**config.mk**
```make
export PLATFORM = sky130hd
export DESIGN_NAME = dta_use_map
export DESIGN_NICKNAME = d
export VERILOG_FILES = /design/src/rtl/core/dta_pkg.sv /design/src/rtl/core/dta_use_map.sv
export SDC_FILE = /design/constraint.sdc
export NUM_CORES = 1
export LEC_CHECK = 0
export ABC_CLOCK_PERIOD_IN_PS = 3800
export BUFFER_PORTS_ARGS = -buffer_cell sky130_fd_sc_hd__buf_4
export CAP_MARGIN = 20
export CORE_ASPECT_RATIO = 1.25
export CORE_MARGIN = 8
export CORE_UTILIZATION = 46
export DETAILED_ROUTE_END_ITERATION = 16
export HOLD_SLACK_MARGIN = 0.1
export SKIP_LAST_GASP = 1
export SLEW_MARGIN = 20
export SYNTH_ARGS = -nofsm -noshare
export SYNTH_HDL_FRONTEND = slang
export SYNTH_SLANG_ARGS = --single-unit
```
**constraint.sdc**
```tcl
create_clock -name clk -period 3.8 [get_ports clk]
set_input_delay 0.19 -clock clk [delete_from_list [all_inputs] [get_ports clk]]
set_output_delay 0.19 -clock clk [all_outputs]
set_load 0.01 [all_outputs]
```
**src/rtl/core/dta_pkg.sv**
```systemverilog
`timescale 1ns / 1ps

package dta_pkg;

	localparam int DESCRIPTORS_DEF  = 1024;
	localparam int FILE_ID_BITS_DEF = 16;

	localparam int ROW_BITS  = 32;
	localparam int ROW_SHIFT = 5;

	localparam int OPCODE_W  = 3;
	localparam int FILE_ID_W = 16;
	localparam int FD_W      = 10;
	localparam int KIND_W    = 2;

	localparam int S_TDATA_W = 40;
	localparam int M_TDATA_W = 32;

	typedef enum logic [OPCODE_W-1:0] {
		OP_OPEN  = 3'd0,
		OP_DUP   = 3'd1,
		OP_DUP2  = 3'd2,
		OP_CLOSE = 3'd3,
		OP_QUERY = 3'd4
	} op_t;

	typedef enum logic [KIND_W-1:0] {
		KIND_ALLOC = 2'd0,
		KIND_QUERY = 2'd1,
		KIND_FULL  = 2'd2
	} kind_t;

	typedef enum logic [2:0] {
		ST_CLEAR = 3'b001,
		ST_IDLE  = 3'b010,
		ST_EXEC  = 3'b100
	} state_t;

	function automatic logic [ROW_SHIFT-1:0] lowest_zero(input logic [ROW_BITS-1:0] row);
		logic [ROW_SHIFT-1:0] idx;
		idx = '0;
		for (int i = ROW_BITS - 1; i >= 0; i--) begin
			if (!row[i]) begin
				idx = ROW_SHIFT'(i);
			end
		end
		return idx;
	endfunction

endpackage

```
**src/rtl/core/dta_use_map.sv**
```systemverilog
`timescale 1ns / 1ps

module dta_use_map import dta_pkg::*; #(
	parameter int DESCRIPTORS  = DESCRIPTORS_DEF,
	localparam int ROWS        = (DESCRIPTORS + ROW_BITS - 1) / ROW_BITS,
	localparam int ROW_IDX_W   = (ROWS > 1) ? $clog2(ROWS) : 1
) (
	input  logic                 clk,
	input  logic                 arst_n,
	input  logic                 rd_en,
	input  logic [ROW_IDX_W-1:0] rd_row,
	output logic [ROW_BITS-1:0]  rd_data,
	output logic [ROW_IDX_W-1:0] free_row,
	output logic                 any_free,
	input  logic                 clr_en,
	input  logic [ROW_IDX_W-1:0] clr_row,
	input  logic                 wr_en,
	input  logic [ROW_IDX_W-1:0] wr_row,
	input  logic [ROW_BITS-1:0]  wr_data
);

	logic [ROW_BITS-1:0] rows_mem [ROWS];
	logic [ROW_BITS-1:0] rd_q;
	logic [ROWS-1:0]     has_free_q;
	logic [ROW_BITS-1:0] init_mask;

	// bits past the last descriptor read as taken
	always_comb begin
		for (int b = 0; b < ROW_BITS; b++) begin
			init_mask[b] = ((32'(clr_row) << ROW_SHIFT) + 32'(b)) >= 32'(DESCRIPTORS);
		end
	end

	always_ff @(posedge clk) begin
		if (clr_en) begin
			rows_mem[clr_row] <= init_mask;
		end else if (wr_en) begin
			rows_mem[wr_row] <= wr_data;
		end
	end

	always_ff @(posedge clk) begin
		if (rd_en) begin
			rd_q <= rows_mem[rd_row];
		end
	end

	assign rd_data = rd_q;

	always_ff @(posedge clk or negedge arst_n) begin
		if (!arst_n) begin
			has_free_q <= '1;
		end else if (wr_en && !clr_en) begin
			has_free_q[wr_row] <= ~&wr_data;
		end
	end

	always_comb begin
		free_row = '0;
		for (int i = ROWS - 1; i >= 0; i--) begin
			if (has_free_q[i]) begin
				free_row = ROW_IDX_W'(i);
			end
		end
		any_free = |has_free_q;
	end

endmodule

```
* Word level (Yosys, flattened, before mapping)
Memory sizes are Yosys's and may differ from the RTL's. A register that Yosys moved wholly into a read port is not among the register bits.
Index checks and enable logic that the tools add are counted.
** Cells by class
- Add/subtract/negate cells :: 31
- Order comparisons :: 34
- Muxes and demuxes :: 43
- Reductions and logical operators :: 7
** Operators by type and width (number)
- 11-bit greater-or-equal comparator (second input constant) :: 31
- 10-bit by 5-bit adder with 11-bit output (second input constant) :: 16
- 5-bit 2-to-1 mux :: 33
- 10-bit by 4-bit adder with 11-bit output (second input constant) :: 8
- 32-bit OR reduction :: 2
- 10-bit by 3-bit adder with 11-bit output (second input constant) :: 4
- 32-bit bitwise mux :: 1
- 32-bit 2-to-1 mux :: 1
- 32-bit AND reduction :: 1
- 10-bit by 2-bit adder with 11-bit output (second input constant) :: 2
- 10-bit by 1-bit adder with 11-bit output (second input constant) :: 1
- 10-bit by 11-bit greater-or-equal comparator with 1-bit output (second input constant) :: 1
- 1-bit 2-to-1 mux :: 7
- 5-bit by 6-bit less-than comparator with 1-bit output (second input constant) :: 1
- 1-bit demux with 5-bit select :: 1
- 5-bit by 1-bit greater-or-equal comparator with 1-bit output (second input constant) :: 1
- 1-bit logical AND :: 2
- 1-bit zero test :: 2
** Word-level totals
- Register bits :: 32
- RAM bits :: 1024
- Input bits :: 52
- Logic and storage cells :: 117
- Memories kept :: 1
** Memory list
- rows_mem :: depth 32, width 32, read ports 1, clocked after memory_dff 1, wr ports 1, line dta_use_map.sv:22 : logic [ROW_BITS-1:0] rows_mem [ROWS];

* Logic depth before layout (Yosys ltp)
- Word-level depth :: 32
- Gate-level depth with buffers :: 8
- Depth with buffers taken out :: 5

* Least setup slack after synthesis
No wires, ideal clock.
- Kind :: input to register
- Start :: input port clr_en
- End :: memory rows_mem[1][0] (enable)
- Setup time :: 0.421 ns
- Arrival :: 2.492 ns
- Data required time :: 3.379 ns
- Path slack :: 0.887 ns
- Cell stages on the path :: 5
- Cell sequence :: nand2b_1 buf_2 nor3b_2 a31oi_1 nor2_1
** Between the ends
- Word-level cells in the longest chain between the ends :: 4
** Ends and longest elaborated chain
- from (decl) :: line dta_use_map.sv:15 : input logic clr_en,
- 1-bit 2-to-1 mux :: line dta_use_map.sv:35 : if (clr_en) begin
- 1-bit 2-to-1 mux (not written as such) :: line dta_use_map.sv:38 : rows_mem[wr_row] <= wr_data;
- 32-bit OR reduction (no source line)
- 5-bit 2-to-1 mux (no source line) / 1-bit 2-to-1 mux (equally long branches)
- to (decl) :: line dta_use_map.sv:22
Parallel ways exist; a longest one is shown, timed or not.

* Final worst setup path
- Start :: input port clr_en
- End :: register has_free_q[18]
** Between the ends
- Word-level cells in the longest chain between the ends :: 2
** Ends and longest elaborated chain
- 1-bit zero test :: line dta_use_map.sv:53 : end else if (wr_en && !clr_en) begin
- 1-bit logical AND :: line dta_use_map.sv:53
- to (signal, indexed assignment) :: line dta_use_map.sv:54 : has_free_q[wr_row] <= ~&wr_data;
- to (decl) :: line dta_use_map.sv:24 : logic [ROWS-1:0] has_free_q;
Every way passes these cells.
A chain may end at the register's enable or synchronous reset.

==> impl_metrics.tcl <==
set metrics [dict create \
    setup_repair_after_global_routing_missed_its_margin "false" \
    number_of_levels_the_h_tree_was_split_into 3 \
    ctsResizeCount 0 \
    r2r-start "rows_mem[7][0]$_DFFE_PP_" \
    yosys.cell_types.count 46 \
    ys_seq_area_frac 0.767 \
    synthDominantCellAreaShare 0.748 \
    global_route.overflow_total 0 \
    clock_insertion_delay_worst_skew_ns 0.67 \
    timing.final.setup_violations 0 \
    num-fill-cells 7083 \
    worst_clock_skew_ns 0.0244 \
    power.clock.fraction 0.402 \
    floorplan.io_pins 90 \
    worst_r2r_path_depth 4 \
    drive_above_1_share 0.228 \
    gpl_wtd_cong 0.850 \
    slew_headroom 0.259 \
    cts.clk_slew.worst_paths_ns 0.07 \
    place.detailed.hpwl_um 66300 \
    syn_inst 2249 \
    synth-edff-count 1056 \
    nets 2510 \
    outcome "complete, no violations" \
    worstSetupEndpointType "flip-flop" \
    combinationalPowerShare 0.058 \
    post_synth_xor_area_fraction 0 \
    multi_input_comb_area_mm2 0.00956 \
    netlist.top_cell.by_area "sky130_fd_sc_hd__edfxtp_1" \
    cts_made_buffers 103 \
    cts_sinks 1088 \
    critPathSlowestCell "sky130_fd_sc_hd__dlygate4sd3_1" \
    power_leakage_nw 14.4 \
    cp-start-kind "input pin" \
    totalNegativeSetupSlack_ns 0 \
    synth_nets 2301 \
    leading_cell_types_by_total_area_after_synthesis "sky130_fd_sc_hd__edfxtp_1 (75%), sky130_fd_sc_hd__mux4_2 (6.8%), sky130_fd_sc_hd__mux2i_1 (6.1%)" \
    hold-path-cell-count 1 \
    std_cell_rows 124 \
    drt_pass_1_iters 7 \
    crit_required_ns 4.40 \
    n_antenna_cell 0 \
    max_cap_viol_count 0 \
    worst-setup-path-type "input pin to flip-flop" \
    synthSimpleGateAreaFrac 0.0478 \
    synthesis.yosys.warnings 0 \
    hold_end "rd_data[21]$_DFFE_PP_" \
    min_from "rd_en" \
    synth_async_sr_flop_share 0.0294 \
    synth_area_per_cell_um2 18.9 \
    route.antenna.remaining_nets 0 \
    synth_compound_gate_area_share 0.0393 \
    grt_start_max_net_pins 74 \
    via_count_of_the_first_global_routing_pass 22500 \
    dr_total_vias 22000 \
    worst_pin_slew_ns 1.11 \
    total_switching_power_mw 5.46 \
    seq_area_mm2 0.0326 \
    ys_top_cells_by_count "sky130_fd_sc_hd__edfxtp_1 (1056), sky130_fd_sc_hd__mux2i_1 (257), sky130_fd_sc_hd__mux4_2 (128)" \
    slew_violations 0 \
    hold_path_class "input pin to flip-flop" \
    timing.critical_path.cells "buf_4 -> nor2b_4 -> nand2_1 -> nor2_2 -> dlygate4sd3_1 -> a21oi_1 -> dlygate4sd3_1 -> a41oi_1 -> dlygate4sd3_1" \
    final_period_minus_worst_setup_slack_ns 2.94 \
    dpl_worst_slack_ns 0.777 \
    crit_buf_inv 4 \
    effective_utilization_at_floorplan 0.464 \
    core_mm2 0.0914 \
    critical_path.max_stage_delay_ns 0.77 \
    drc 0 \
    synth_adder_area_share 0 \
    fmaxAchievable_mhz 340 \
    synth-main-ff-cell "sky130_fd_sc_hd__edfxtp_1" \
    buffer_levels_on_the_longest_clock_path 3 \
    die_h_um 356 \
    drt-total-wl_um 108000 \
    clockRootBuffer "sky130_fd_sc_hd__clkbuf_16" \
    p_r_area_growth_vs_syn_pct 15.5 \
    setup_slack_ns 0.857 \
    clock_tree_from_tritoncts "yes" \
    most_frequent_cell_after_synthesis "sky130_fd_sc_hd__edfxtp_1" \
    floorplan.die_area_mm2 0.102 \
    combinational_family_with_the_most_area_after_synthesis "multiplexers" \
    syn-cell-area_mm2 0.0424 \
    hold_violations 0 \
    route.detailed.vias_per_inst 5.87 \
    internal_reg_to_reg_setup_slack_ns 1.78 \
    critical_path.max_fanout 27 \
    die_x_um 288 \
    antenna_found_initial 0 \
    sequentialPowerShare 0.539 \
    globalRouteTotalUtil 0.208 \
    finalCritPeriodShare 0.775 \
    synth.mux.area_fraction 0.130 \
    worst_r2r_endpoint "rd_data[0]$_DFFE_PP_" \
    cpLargestDelayFamily "buffers and inverters" \
    post_drt_wl_per_cell_um 28.8 \
    timing.critical_path.arrival_ns 3.54 \
    cts_setup_buffers 0 \
    netSwitchingFraction 0.216 \
    synth.ff_latch_count 1088 \
    port-buffer-count 89 \
    first_pass_grt_wire_length_um 156000 \
    cts_hold_repair.buffers 19 \
    drtIter0Drc 2185 \
    irDropWorstVdd_mv 0.371 \
    cp_common_cell "sky130_fd_sc_hd__dlygate4sd3_1" \
    p_int_mw 19.8 \
    power_per_cell_area_mw_per_mm2 516 \
]
[layer usage]
layer  global-route usage  routed length, µm  up-vias
met5                    0                  0        -
met4               0.0674               3340        0
met3               0.0300               6360      148
met2                0.364              55600      751
met1                0.266              42600    11500
li1                     -                  -     9527
[worst max-delay path by stage]
stage,start,to,slack [ns],depth (start not counted)
floorplan,clr_en,rows_mem[1][0]$_DFFE_PP_,0.89,5
global placement,clr_en,rows_mem[10][1]$_DFFE_PP_,0.90,7
detailed placement,clr_en,rows_mem[10][30]$_DFFE_PP_,0.78,7
CTS,has_free_q[31]$_DFFE_PN1P_,free_row[0],1.01,6
global route,clr_en,has_free_q[18]$_DFFE_PN1P_,0.75,9
finish,clr_en,has_free_q[18]$_DFFE_PN1P_,0.86,9
[flip-flops by register name (all words and copies together) (netlist names)]
register / count
rows_mem: 1024
has_free_q: 32
rd_data: 32
[power by group through the flow]
stage                     clock, mW  combinational [mW]  sequential, mW
after detailed placement          0                1.47            13.9
after global placement            0                1.44            13.9
final                          10.2                1.47            13.6
after floorplan                   0               0.808            13.8
after CTS                      10.3                1.49            13.6
after global routing           10.7                1.57            13.7
[worst reg2reg max path, cell delays in order, from the launching register on]
cell and delay [ns]:
sky130_fd_sc_hd__edfxtp_1 0.36, sky130_fd_sc_hd__mux4_2 0.48, sky130_fd_sc_hd__nor2b_1 0.15, sky130_fd_sc_hd__a21oi_1 0.59, sky130_fd_sc_hd__nand4_1 0.16
[cell usage in the layout (no fill, tap or decap), types with 10 or more instances in the layout]
master and instances:
sky130_fd_sc_hd__a22oi_1 96, sky130_fd_sc_hd__bufinv_16 10, sky130_fd_sc_hd__edfxtp_1 1056, sky130_fd_sc_hd__clkinv_2 20, sky130_fd_sc_hd__nor2_1 39, sky130_fd_sc_hd__mux2i_1 257, sky130_fd_sc_hd__clkbuf_1 22, sky130_fd_sc_hd__clkbuf_16 104
sky130_fd_sc_hd__nor2_4 35, sky130_fd_sc_hd__a41oi_1 14, sky130_fd_sc_hd__nand2_1 53, sky130_fd_sc_hd__and2_1 29, sky130_fd_sc_hd__nand4_1 41, sky130_fd_sc_hd__buf_12 24, sky130_fd_sc_hd__mux4_2 128, sky130_fd_sc_hd__clkinv_1 18
sky130_fd_sc_hd__nor2b_1 65, sky130_fd_sc_hd__dlygate4sd3_1 19, sky130_fd_sc_hd__buf_4 176, sky130_fd_sc_hd__nand3_1 69, sky130_fd_sc_hd__dfstp_2 32, sky130_fd_sc_hd__a21oi_1 112, sky130_fd_sc_hd__nor3_1 12
[metrics by stage]
step                total power [mW]  std cells  hold WS, ns  area (µm²)  utilization
global route                    26.0       3741        0.142       49000        0.536
global placement                15.3       3530        0.445       45400        0.497
finish                          25.3       3741        0.148       49000        0.536
floorplan                       14.7       2249       0.0422       42400            -
CTS                             25.4       3741        0.134       49000        0.536
detailed placement              15.3       3531        0.453       45500        0.497
[cells by family after synthesis]
family / after synthesis
buf+inv: 126
flops: 1088
compound gates: 260
mux: 390
simple gates: 385
[final cells by class]
class / instances / area share
sequential: 1088 / 0.664
multi-input combinational: 1035 / 0.195
timing repair buffer: 221 / 0.0413
clock inverter: 63 / 0.0127
tap: 1197 / 0.0306
inverter: 9 / 0.000689
clock buffer: 128 / 0.0554
Note: power is estimated with default switching activity, not from simulation.
